<file path="src/sv/best_fit_block_allocator_macros.svh">
// Assertion macros shared by the best-fit block allocator.
`ifndef BEST_FIT_BLOCK_ALLOCATOR_MACROS_SVH
`define BEST_FIT_BLOCK_ALLOCATOR_MACROS_SVH

// Same-cycle implication, checked out of reset.
`define BFA_ASSERT_IMPL(label, clk, rst_n, ante, cons) \
    label: assert property (@(posedge clk) disable iff (!(rst_n)) (ante) |-> (cons)) \
        else $error("bfa assertion failed");

// Next-cycle implication, checked out of reset.
`define BFA_ASSERT_NEXT(label, clk, rst_n, ante, cons) \
    label: assert property (@(posedge clk) disable iff (!(rst_n)) (ante) |=> (cons)) \
        else $error("bfa assertion failed");

`endif

</file>
<file path="src/sv/bfa_pkg.sv">
// Types, codes and defaults for the best-fit block allocator.
package bfa_pkg;

    localparam int MAX_BLOCKS_DEF = 16;
    localparam int CFG_W          = 5;
    localparam int IDX_FIELD_W    = 4;
    localparam int AMT_W          = 32;

    localparam logic OP_LOAD = 1'b0;
    localparam logic OP_REQ  = 1'b1;

    typedef struct packed {
        logic                   op;
        logic [IDX_FIELD_W-1:0] block_index;
        logic [AMT_W-1:0]       amount;
    } t_in_item;

    typedef struct packed {
        logic                   found;
        logic [IDX_FIELD_W-1:0] chosen_block;
        logic [AMT_W-1:0]       left_over;
    } t_out_item;

    // Commands from controller to datapath.
    typedef struct packed {
        logic load_wr;
        logic req_start;
        logic scan_rd;
        logic finish;
    } t_dp_cmd;

    // Status from datapath to controller.
    typedef struct packed {
        logic limit_zero;
        logic scan_last;
    } t_dp_sts;

endpackage

</file>
<file path="src/sv/bfa_ram.sv">
// Generic single-write, single-read RAM with registered read data.
module bfa_ram #(
    parameter int WIDTH = 32,
    parameter int DEPTH = 16,
    parameter int AW    = (DEPTH > 1) ? $clog2(DEPTH) : 1
) (
    input  logic             i_clk,
    input  logic             i_wr_en,
    input  logic [AW-1:0]    i_wr_addr,
    input  logic [WIDTH-1:0] i_wr_data,
    input  logic             i_rd_en,
    input  logic [AW-1:0]    i_rd_addr,
    output logic [WIDTH-1:0] o_rd_data
);

    logic [WIDTH-1:0] r_mem [DEPTH];
    logic [WIDTH-1:0] r_rd_data;

    always_ff @(posedge i_clk) begin
        if (i_wr_en) begin
            r_mem[i_wr_addr] <= i_wr_data;
        end
        if (i_rd_en) begin
            r_rd_data <= r_mem[i_rd_addr];
        end
    end

    assign o_rd_data = r_rd_data;

endmodule

</file>
<file path="src/sv/bfa_ctrl.sv">
// Controller state machine for the best-fit block allocator.
module bfa_ctrl (
    input  logic             i_clk,
    input  logic             i_rst_n,
    input  logic             i_start,
    input  logic             i_op,
    input  bfa_pkg::t_dp_sts i_sts,
    output bfa_pkg::t_dp_cmd o_cmd,
    output logic             o_busy
);
    import bfa_pkg::*;

    typedef enum logic [1:0] {
        S_IDLE,
        S_SCAN,
        S_DRAIN,
        S_FINISH
    } t_state_e;

    t_state_e r_state, n_state;
    logic     r_busy;
    logic     w_accept;

    assign w_accept = i_start && !r_busy;

    always_comb begin
        n_state = r_state;
        o_cmd   = '0;
        case (r_state)
            S_IDLE: begin
                if (w_accept) begin
                    if (i_op == OP_LOAD) begin
                        o_cmd.load_wr = 1'b1;
                    end else begin
                        o_cmd.req_start = 1'b1;
                        n_state = i_sts.limit_zero ? S_FINISH : S_SCAN;
                    end
                end
            end
            S_SCAN: begin
                o_cmd.scan_rd = 1'b1;
                if (i_sts.scan_last) begin
                    n_state = S_DRAIN;
                end
            end
            S_DRAIN: begin
                n_state = S_FINISH;
            end
            S_FINISH: begin
                o_cmd.finish = 1'b1;
                n_state = S_IDLE;
            end
            default: begin
                n_state = S_IDLE;
            end
        endcase
    end

    always_ff @(posedge i_clk) begin
        if (!i_rst_n) begin
            r_state <= S_IDLE;
            r_busy  <= 1'b0;
        end else begin
            r_state <= n_state;
            r_busy  <= (n_state != S_IDLE);
        end
    end

    assign o_busy = r_busy;

endmodule

</file>
<file path="src/sv/bfa_dp.sv">
// Datapath: capacity RAM, scan counter, best-fit compare and result register.
module bfa_dp #(
    parameter int MAX_BLOCKS = bfa_pkg::MAX_BLOCKS_DEF
) (
    input  logic                       i_clk,
    input  logic                       i_rst_n,
    input  bfa_pkg::t_in_item          i_item,
    input  logic                       i_cfg_we,
    input  logic [bfa_pkg::CFG_W-1:0]  i_cfg_data,
    input  bfa_pkg::t_dp_cmd           i_cmd,
    output bfa_pkg::t_dp_sts           o_sts,
    output bfa_pkg::t_out_item         o_result,
    output logic                       o_done
);
    import bfa_pkg::*;

    localparam int IDX_W = (MAX_BLOCKS > 1) ? $clog2(MAX_BLOCKS) : 1;
    localparam int LIM_W = IDX_W + 1;

    logic [CFG_W-1:0] r_block_count;
    logic [AMT_W-1:0] r_amount;
    logic [IDX_W-1:0] r_addr;
    logic [LIM_W-1:0] r_limit;
    logic             r_rd_valid;
    logic [IDX_W-1:0] r_rd_idx;
    logic             r_have;
    logic [IDX_W-1:0] r_best_idx;
    logic [AMT_W-1:0] r_best_cap;
    t_out_item        r_result;
    logic             r_done;

    logic [LIM_W-1:0] w_limit;
    logic [AMT_W-1:0] w_rd_data;
    logic             w_load_ok;
    logic             w_wr_en;
    logic [IDX_W-1:0] w_wr_addr;
    logic [AMT_W-1:0] w_wr_data;
    logic [AMT_W-1:0] w_diff;
    logic             w_better;

    // Saturate the block count to the table depth.
    assign w_limit = (32'(r_block_count) > MAX_BLOCKS) ? LIM_W'(MAX_BLOCKS)
                                                      : LIM_W'(r_block_count);

    assign o_sts.limit_zero = (w_limit == '0);
    assign o_sts.scan_last  = ((LIM_W'(r_addr) + LIM_W'(1)) == r_limit);

    assign w_load_ok = (32'(i_item.block_index) < MAX_BLOCKS);
    assign w_diff    = r_best_cap - r_amount;
    assign w_better  = (w_rd_data >= r_amount) && (!r_have || (w_rd_data < r_best_cap));

    assign w_wr_en   = (i_cmd.load_wr && w_load_ok) || (i_cmd.finish && r_have);
    assign w_wr_addr = i_cmd.load_wr ? IDX_W'(i_item.block_index) : r_best_idx;
    assign w_wr_data = i_cmd.load_wr ? i_item.amount : w_diff;

    bfa_ram #(
        .WIDTH (AMT_W),
        .DEPTH (MAX_BLOCKS),
        .AW    (IDX_W)
    ) u_ram (
        .i_clk     (i_clk),
        .i_wr_en   (w_wr_en),
        .i_wr_addr (w_wr_addr),
        .i_wr_data (w_wr_data),
        .i_rd_en   (i_cmd.scan_rd),
        .i_rd_addr (r_addr),
        .o_rd_data (w_rd_data)
    );

    // Control registers.
    always_ff @(posedge i_clk) begin
        if (!i_rst_n) begin
            r_block_count <= '0;
            r_rd_valid    <= 1'b0;
            r_done        <= 1'b0;
        end else begin
            if (i_cfg_we) begin
                r_block_count <= i_cfg_data;
            end
            r_rd_valid <= i_cmd.scan_rd;
            r_done     <= i_cmd.load_wr || i_cmd.finish;
        end
    end

    // Payload registers.
    always_ff @(posedge i_clk) begin
        if (i_cmd.req_start) begin
            r_amount   <= i_item.amount;
            r_addr     <= '0;
            r_limit    <= w_limit;
            r_have     <= 1'b0;
            r_best_idx <= '0;
        end else begin
            if (i_cmd.scan_rd) begin
                r_addr <= r_addr + IDX_W'(1);
            end
            if (r_rd_valid && w_better) begin
                r_have     <= 1'b1;
                r_best_idx <= r_rd_idx;
                r_best_cap <= w_rd_data;
            end
        end
        if (i_cmd.scan_rd) begin
            r_rd_idx <= r_addr;
        end
        if (i_cmd.load_wr) begin
            r_result <= '0;
        end else if (i_cmd.finish) begin
            r_result.found        <= r_have;
            r_result.chosen_block <= r_have ? IDX_FIELD_W'(r_best_idx) : '0;
            r_result.left_over    <= r_have ? w_diff : '0;
        end
    end

    assign o_result = r_result;
    assign o_done   = r_done;

endmodule

</file>
<file path="src/sv/best_fit_block_allocator.sv">
// Top level of the best-fit block allocator: controller, datapath and checks.
// Load transaction: result strobe on the cycle after accept; busy stays low.
// Request transaction: N = min(block_count, MAX_BLOCKS); the scan reads N RAM
// entries, one per cycle, through the single read port, then DRAIN and FINISH
// give the result (FINISH alone when N is 0); next accept on the result cycle.
// Results cannot be stalled. Reset (synchronous, active low) clears block_count
// and the control state; the capacity table is undefined until loaded.
`include "best_fit_block_allocator_macros.svh"

module best_fit_block_allocator #(
    parameter int MAX_BLOCKS = bfa_pkg::MAX_BLOCKS_DEF
) (
    input  logic                      i_clk,
    input  logic                      i_rst_n,
    input  logic                      start,
    output logic                      busy,
    input  bfa_pkg::t_in_item         i_item,
    input  logic                      i_cfg_we,
    input  logic [bfa_pkg::CFG_W-1:0] i_cfg_data,
    output bfa_pkg::t_out_item        o_result,
    output logic                      o_done
);
    import bfa_pkg::*;

    t_dp_cmd w_cmd;
    t_dp_sts w_sts;
    logic    w_accept;

    // A transaction is taken when start is high and the block is not busy.
    assign w_accept = start && !busy;

    // Sequence load and request transactions; drive the datapath by command.
    bfa_ctrl u_ctrl (
        .i_clk   (i_clk),
        .i_rst_n (i_rst_n),
        .i_start (start),
        .i_op    (i_item.op),
        .i_sts   (w_sts),
        .o_cmd   (w_cmd),
        .o_busy  (busy)
    );

    // Hold the capacity table, scan it and write back the chosen entry.
    bfa_dp #(
        .MAX_BLOCKS (MAX_BLOCKS)
    ) u_dp (
        .i_clk      (i_clk),
        .i_rst_n    (i_rst_n),
        .i_item     (i_item),
        .i_cfg_we   (i_cfg_we),
        .i_cfg_data (i_cfg_data),
        .i_cmd      (w_cmd),
        .o_sts      (w_sts),
        .o_result   (o_result),
        .o_done     (o_done)
    );

    // A load always answers on the next cycle.
    `BFA_ASSERT_NEXT(a_load_done, i_clk, i_rst_n, w_accept && (i_item.op == OP_LOAD), o_done)
    // A request keeps the block busy until its scan completes.
    `BFA_ASSERT_NEXT(a_req_busy, i_clk, i_rst_n, w_accept && (i_item.op == OP_REQ), busy)
    // Results only appear once the controller has returned to idle.
    `BFA_ASSERT_IMPL(a_done_idle, i_clk, i_rst_n, o_done, !busy)
    // A miss reports zero index and zero capacity.
    `BFA_ASSERT_IMPL(a_miss_zero, i_clk, i_rst_n, o_done && !o_result.found, (o_result.chosen_block == '0) && (o_result.left_over == '0))

endmodule
</file>
<file path="config.mk">
export PLATFORM = sky130hd
export DESIGN_NAME = best_fit_block_allocator
export DESIGN_NICKNAME = d
export VERILOG_FILES = /design/src/sv/bfa_pkg.sv /design/src/sv/bfa_ram.sv /design/src/sv/bfa_ctrl.sv /design/src/sv/bfa_dp.sv /design/src/sv/best_fit_block_allocator.sv
export VERILOG_INCLUDE_DIRS = /design/src /design/src/sv
export SDC_FILE = /design/constraint.sdc
export NUM_CORES = 1
export LEC_CHECK = 0
export BUFFER_PORTS_ARGS = -buffer_cell sky130_fd_sc_hd__buf_4
export CORE_MARGIN = 4
export CORE_UTILIZATION = 30
export DETAILED_ROUTE_END_ITERATION = 7
export MAX_ROUTING_LAYER = met4
export PLACE_DENSITY = 0.48
export SYNTH_ARGS = -nofsm -noshare
export SYNTH_HDL_FRONTEND = slang
export SYNTH_SLANG_ARGS = --single-unit
</file>
<file path="constraint.sdc">
create_clock -name i_clk -period 7.6 [get_ports i_clk]
set_clock_uncertainty 0.2 [all_clocks]
set_input_delay 0.76 -clock i_clk [delete_from_list [all_inputs] [get_ports i_clk]]
set_output_delay 0.76 -clock i_clk [all_outputs]
set_load 0.05 [all_outputs]
</file>
== Word-level counts from Yosys, hierarchy flattened ==
Memories as Yosys holds them, arrays and structs flattened. A register that Yosys moved wholly into a read port is not among the register bits.
Index checks and enable logic that the tools add are counted.
Word-level totals
  register bits: 129
  memories kept: 1
  word-level logic and storage cells: 58
  memory bits (writable): 512
Memories
  u_dp.u_ram.r_mem: depth 16, bits a word 32, rd ports 1, clocked after Yosys merged registers in 1, write ports 1, RTL line bfa_ram.sv:16  | logic [WIDTH-1:0] r_mem [DEPTH];
Cells by class
  reductions and logical operators: 13
  order comparisons: 3
  equal/unequal tests: 4
  add/sub/neg operators: 3
  muxes and demuxes: 18
  bitwise gates (word level): 1
Operator list (number)
  32-bit two-way mux: 2
  32-bit >= comparator: 1
  32-bit less-than comparator: 1
  32-bit subtractor: 1
  2-bit two-way mux: 6
  4-bit two-way mux: 2
  2-bit case mux with 4 select lines: 1
  1-bit two-way mux: 6
  4-bit by 1-bit adder with 5-bit output, second input constant: 1
  5-bit == test: 1
  5-bit > comparator, second input constant: 1
  5-bit zero test: 1
  5-bit two-way mux: 1
  4-bit by 1-bit adder with 4-bit output, second input constant: 1
  2-bit == test, second input constant: 2
  1-bit logical AND: 4
  1-bit logical OR: 3
  2-bit by 1-bit == test with 1-bit output, second input constant: 1
  1-bit zero test: 2
  2-bit zero test: 1
  2-bit AND reduction: 1
  2-bit nonzero test: 1
  1-bit inverter: 1

== Longest topological paths before layout ==
  word-level depth: 8
  depth in mapped cells: 11
  mapped depth without buffers: 11

== Modules after synthesis ==
A second synthesis with hierarchy kept.
Unflattened totals
  cells, all modules: 1689
  area total of the unflattened synthesis: 28262.1 um^2
By module, submodules not included
  bfa_ram: seq. area each 16335.7 um^2, instances 1, cells each 838, area an instance 20155.6 um^2
  bfa_dp: seq. area each 3253.1 um^2, instances 1, cells each 836, area an instance 7953.9 um^2
  bfa_ctrl: seq. area each 60.1 um^2, instances 1, cells each 15, area an instance 152.6 um^2

== Worst setup path after synthesis ==
No wires, ideal clock.
  kind: register to register
  from: register u_dp.u_ram.r_rd_data[10], in the netlist u_dp.u_ram.o_rd_data[10], read port of u_dp.u_ram.r_mem
  to: register u_dp.r_best_cap[0], enable pin
  data arrival time: 3517 ps
  period minus slack after synthesis: 4138 ps
  cell stages (with the launch flop): 8
  buffers on the path: 0
  slack: 3462 ps
  path through: edfxtp_1 -> ha_1 -> nand4_1 -> or4b_2 -> a221oi_1 -> o22ai_1 -> o21bai_1 -> nor2_1
Between the ends
  word-level cells in the longest chain between the ends: 5
  elaborated cells on any way between the ends: 6
RTL lines
  start: declaration: RTL line bfa_ram.sv:17  | logic [WIDTH-1:0] r_rd_data;
  32-bit less-than comparator: RTL line bfa_dp.sv:50  | assign w_better = (w_rd_data >= r_amount) && (!r_have || (w_rd_data < r_best_cap));
  1-bit logical OR: RTL line bfa_dp.sv:50
  1-bit logical AND (*): RTL line bfa_dp.sv:50
  1-bit logical AND (*): RTL line bfa_dp.sv:97  | if (r_rd_valid && w_better) begin
  2-bit AND reduction (no source line) (*)
  end signal: assignment: RTL line bfa_dp.sv:100  | r_best_cap <= w_rd_data;
  end: declaration: RTL line bfa_dp.sv:28  | logic [AMT_W-1:0] r_best_cap;
Mark *: on every way between the ends. The rest lies on a longest branch, timed or not.
A chain may end at the register's enable or synchronous reset.

== Final worst setup path ==
  from: register u_dp.r_best_cap[0]
  to: memory u_dp.u_ram.r_mem[0][22] (data pin)
Between the ends
  word-level cells in the longest chain between the ends: 2
RTL lines
  32-bit subtractor: RTL line bfa_dp.sv:49  | assign w_diff = r_best_cap - r_amount;
  32-bit two-way mux: RTL line bfa_dp.sv:54  | assign w_wr_data = i_cmd.load_wr ? i_item.amount : w_diff;
  net u_dp.u_ram.i_wr_data[22]: RTL line bfa_ram.sv:10  | input logic [WIDTH-1:0] i_wr_data,
  end: declaration: RTL line bfa_ram.sv:16
The timed path passes the listed nets, and every way through them passes these cells.

==> metrics.cfg <==
[synth]
ys_warn_count = 0
avgSynthCellArea_um2 = 17.5
synth.net_count = 1755
synth_area_leaders = edfxtp_1 66%, mux4_2 13%, ha_1 4.2%, dfxtp_1 4.0%, nand2_1 1.5%
yosysUniqueCellTypes = 64
ys_seq_elements = 673
dominantRegCellSynth = edfxtp_1
synth_top_area_cell = edfxtp_1
syn_area_mm2 = 0.0283
synthCells = 1613
synth_top_area_share_pct = 65.6
synth-async-reset-ratio_pct = 0
synth_edf_count = 617
synth-seq-area-share_pct = 69.5

[routing]
dr_total_vias = 15100
wl_per_cell_um = 23.4
viasPerCell = 4.95
firstDrtPassIters = 5
drt_iter0_drc = 1193
routed_wl_um = 71300
ant_nets = 0
drc = 0

[min_path]
hold-path-endpoint = u_dp.r_amount[15]
whs_path_depth = 1
hold_class = in -> reg
holdCritStartpoint = i_item[15]

[finish]
layout_common_cells = 617 x edfxtp_1, 160 x mux4_2, 114 x buf_4
drive_gt1_share_pct = 23.3
antennaDiodeCount = 0
final_common_cell = edfxtp_1
final_util_pct = 35.3
areaGrowthSynthToFinish_pct = 16.7
layout.nets = 1878

[critical_path]
crit_arrival_ps = 4160
critPathTopFamily = compound AO/OA/AOI/OAI gates
cpMostUsedCell = inv_1
worstSetupStartpointType = flip-flop
rrSetupSlack_ps = 3480
cp_max_fo = 16
crit_buf_inv = 2
cpPeakStageDelay_ps = 850
r2r_end = u_dp.u_ram.r_mem[0][22]
criticalPathCategory = reg -> reg
path_cells = inv_1, ha_1, inv_1, fa_1, a21o_1, a31oi_1, o221a_4, o31ai_4, a31oi_4, xor2_1, o21ai_1
cp-end-kind = flip-flop
crit_required_ps = 7640
r2r-start = u_dp.r_best_cap[0]
worst_path_max_delay_cell = o21ai_1
r2r_cells = 11

[timing]
drv_slew = 0
worst_slew_pin_slew_ps = 1110
slew-limit-headroom_pct = 26.0
finalCritPeriodShare_pct = 54.2
setup_violations = 0
fin_ws_ps = 3480
hold_viol = 0
finalCriticalPeriod_ps = 4120
fin_setup_tns_ps = 0
hold_slack_ps = 151
rsz0062_at_grt = no
fmax_mhz = 243

[clock_network]
cts_buffers = 76
clk_latency_ps = 600
cts_resized = 0
cts_htree_levels = 3
cts_sinks = 673
cts_root_buf = clkbuf_16
clk_pin_slew_worst_paths_ps = 60
cts_hold_buf = 0
tritoncts = done
postCtsSetupRepairBufs = 0
cts_buffer_depth = 3

[placed_design]
dp_slack_ps = 3360
dpl.hpwl_um = 46000
io_buffers = 84
place.gp.congestion = 0.854

[run_status]
status = finished, final reports clean

[global_route]
antenna_found_initial = 6
grtUsageTotal_pct = 14.7
grt_pass1_vias = 15500
grt_pass1_wl_um = 105000
overflow = 0
grt_max_degree = 104

[floorplan]
start_util_pct = 30.3
die_h_um = 315
core_area_mm2 = 0.0933
boundaryPins = 85
die_w_um = 315
die-area_mm2 = 0.0992
rows = 112

[power]
p_leak_nw = 11.1
power_density_mw_per_mm2 = 317
ir_drop_mv = 0.283

[flow_run]
cap_violations = 0

[registers in the layout (all words and copies together), names as in the netlist]
| register | cells |
|---|---|
| u_ctrl.o_busy | 1 |
| u_ctrl.r_state | 2 |
| u_dp.o_done | 1 |
| u_dp.o_result | 37 |
| u_dp.r_addr | 4 |
| u_dp.r_amount | 32 |
| u_dp.r_best_cap | 32 |
| u_dp.r_best_idx | 4 |
| u_dp.r_block_count | 5 |
| u_dp.r_have | 1 |
| u_dp.r_limit | 5 |
| u_dp.r_rd_idx | 4 |
| u_dp.r_rd_valid | 1 |
| u_dp.u_ram.o_rd_data | 32 |
| u_dp.u_ram.r_mem | 512 |
[metrics by stage]
step	instances	cell area, um2	power [mW]
final	3049	33000	10.4
after global routing	3049	33000	10.9
after global placement	2912	30600	7.01
after CTS	3049	33000	10.6
after detailed placement	2912	30600	7.05
after floorplan	1613	28300	6.14
[power by group]
part	total (mW)	switching, mW	leakage (nW)	internal (mW)
Sequential	4.62	0.160	6.03	4.46
Clock	3.51	1.43	1.16	2.09
Combinational	2.31	1.38	3.87	0.936
Total	10.4	2.97	11.1	7.48
[cell usage after synthesis (7+ instances only)]
master	instances
nor2b_1	15
ha_1	95
nor2_1	63
nand4_1	13
nand3_1	17
inv_1	76
edfxtp_1	617
nor3_1	12
a31oi_1	16
mux2i_1	14
mux2_2	13
o21ai_0	39
dfxtp_1	56
a21oi_1	55
clkbuf_1	49
a22o_1	27
a21o_1	14
a221oi_1	7
xnor2_1	21
buf_1	17
xor2_1	15
nand2_1	110
mux4_2	160
[per-layer routing]
metal  up-vias  GRT usage (%)  part of all wire (%)
met3        89           1.77                   4.7
met5         -              -                     0
met1      7946           21.5                    48
met2       361           22.1                    45
li1       6694              -                     -
met4         0           3.62                   1.8
[worst max-delay path by stage]
stage                                  start                      end  depth (start not counted)
floorplan           u_dp.u_ram.o_rd_data[10]       u_dp.r_best_cap[0]                          7
CTS                  u_dp.u_ram.o_rd_data[1]       u_dp.r_best_cap[8]                          8
finish                    u_dp.r_best_cap[0]  u_dp.u_ram.r_mem[0][22]                         11
global placement                       start   u_dp.u_ram.r_mem[2][6]                          7
detailed placement                     start   u_dp.u_ram.r_mem[2][6]                          7
global route              u_dp.r_best_cap[1]       u_dp.r_best_cap[6]                          9
[kinds of logic after synthesis]
family	count (synthesis)	synth area share [%]
AOI/OAI and AO/OA	215	5.22
DFF	673	69.5
and+or+nand+nor	259	4.14
adders and majority gates	96	4.28
muxes	187	13.8
buffers and inverters	147	1.97
xor gates and xnor gates	36	1.12
[final cells by class]
| class | instances | area [um2] |
|---|---|---|
| Fill cell | 8859 | 60300 |
| Sequential cell | 673 | 19700 |
| Multi-Input combinational cell | 793 | 8220 |
| Clock buffer | 89 | 1970 |
| Tap cell | 1254 | 1570 |
| Timing Repair Buffer | 115 | 876 |
| Clock inverter | 48 | 399 |
| Inverter | 77 | 289 |
Note: power is estimated with default switching activity, not from simulation.
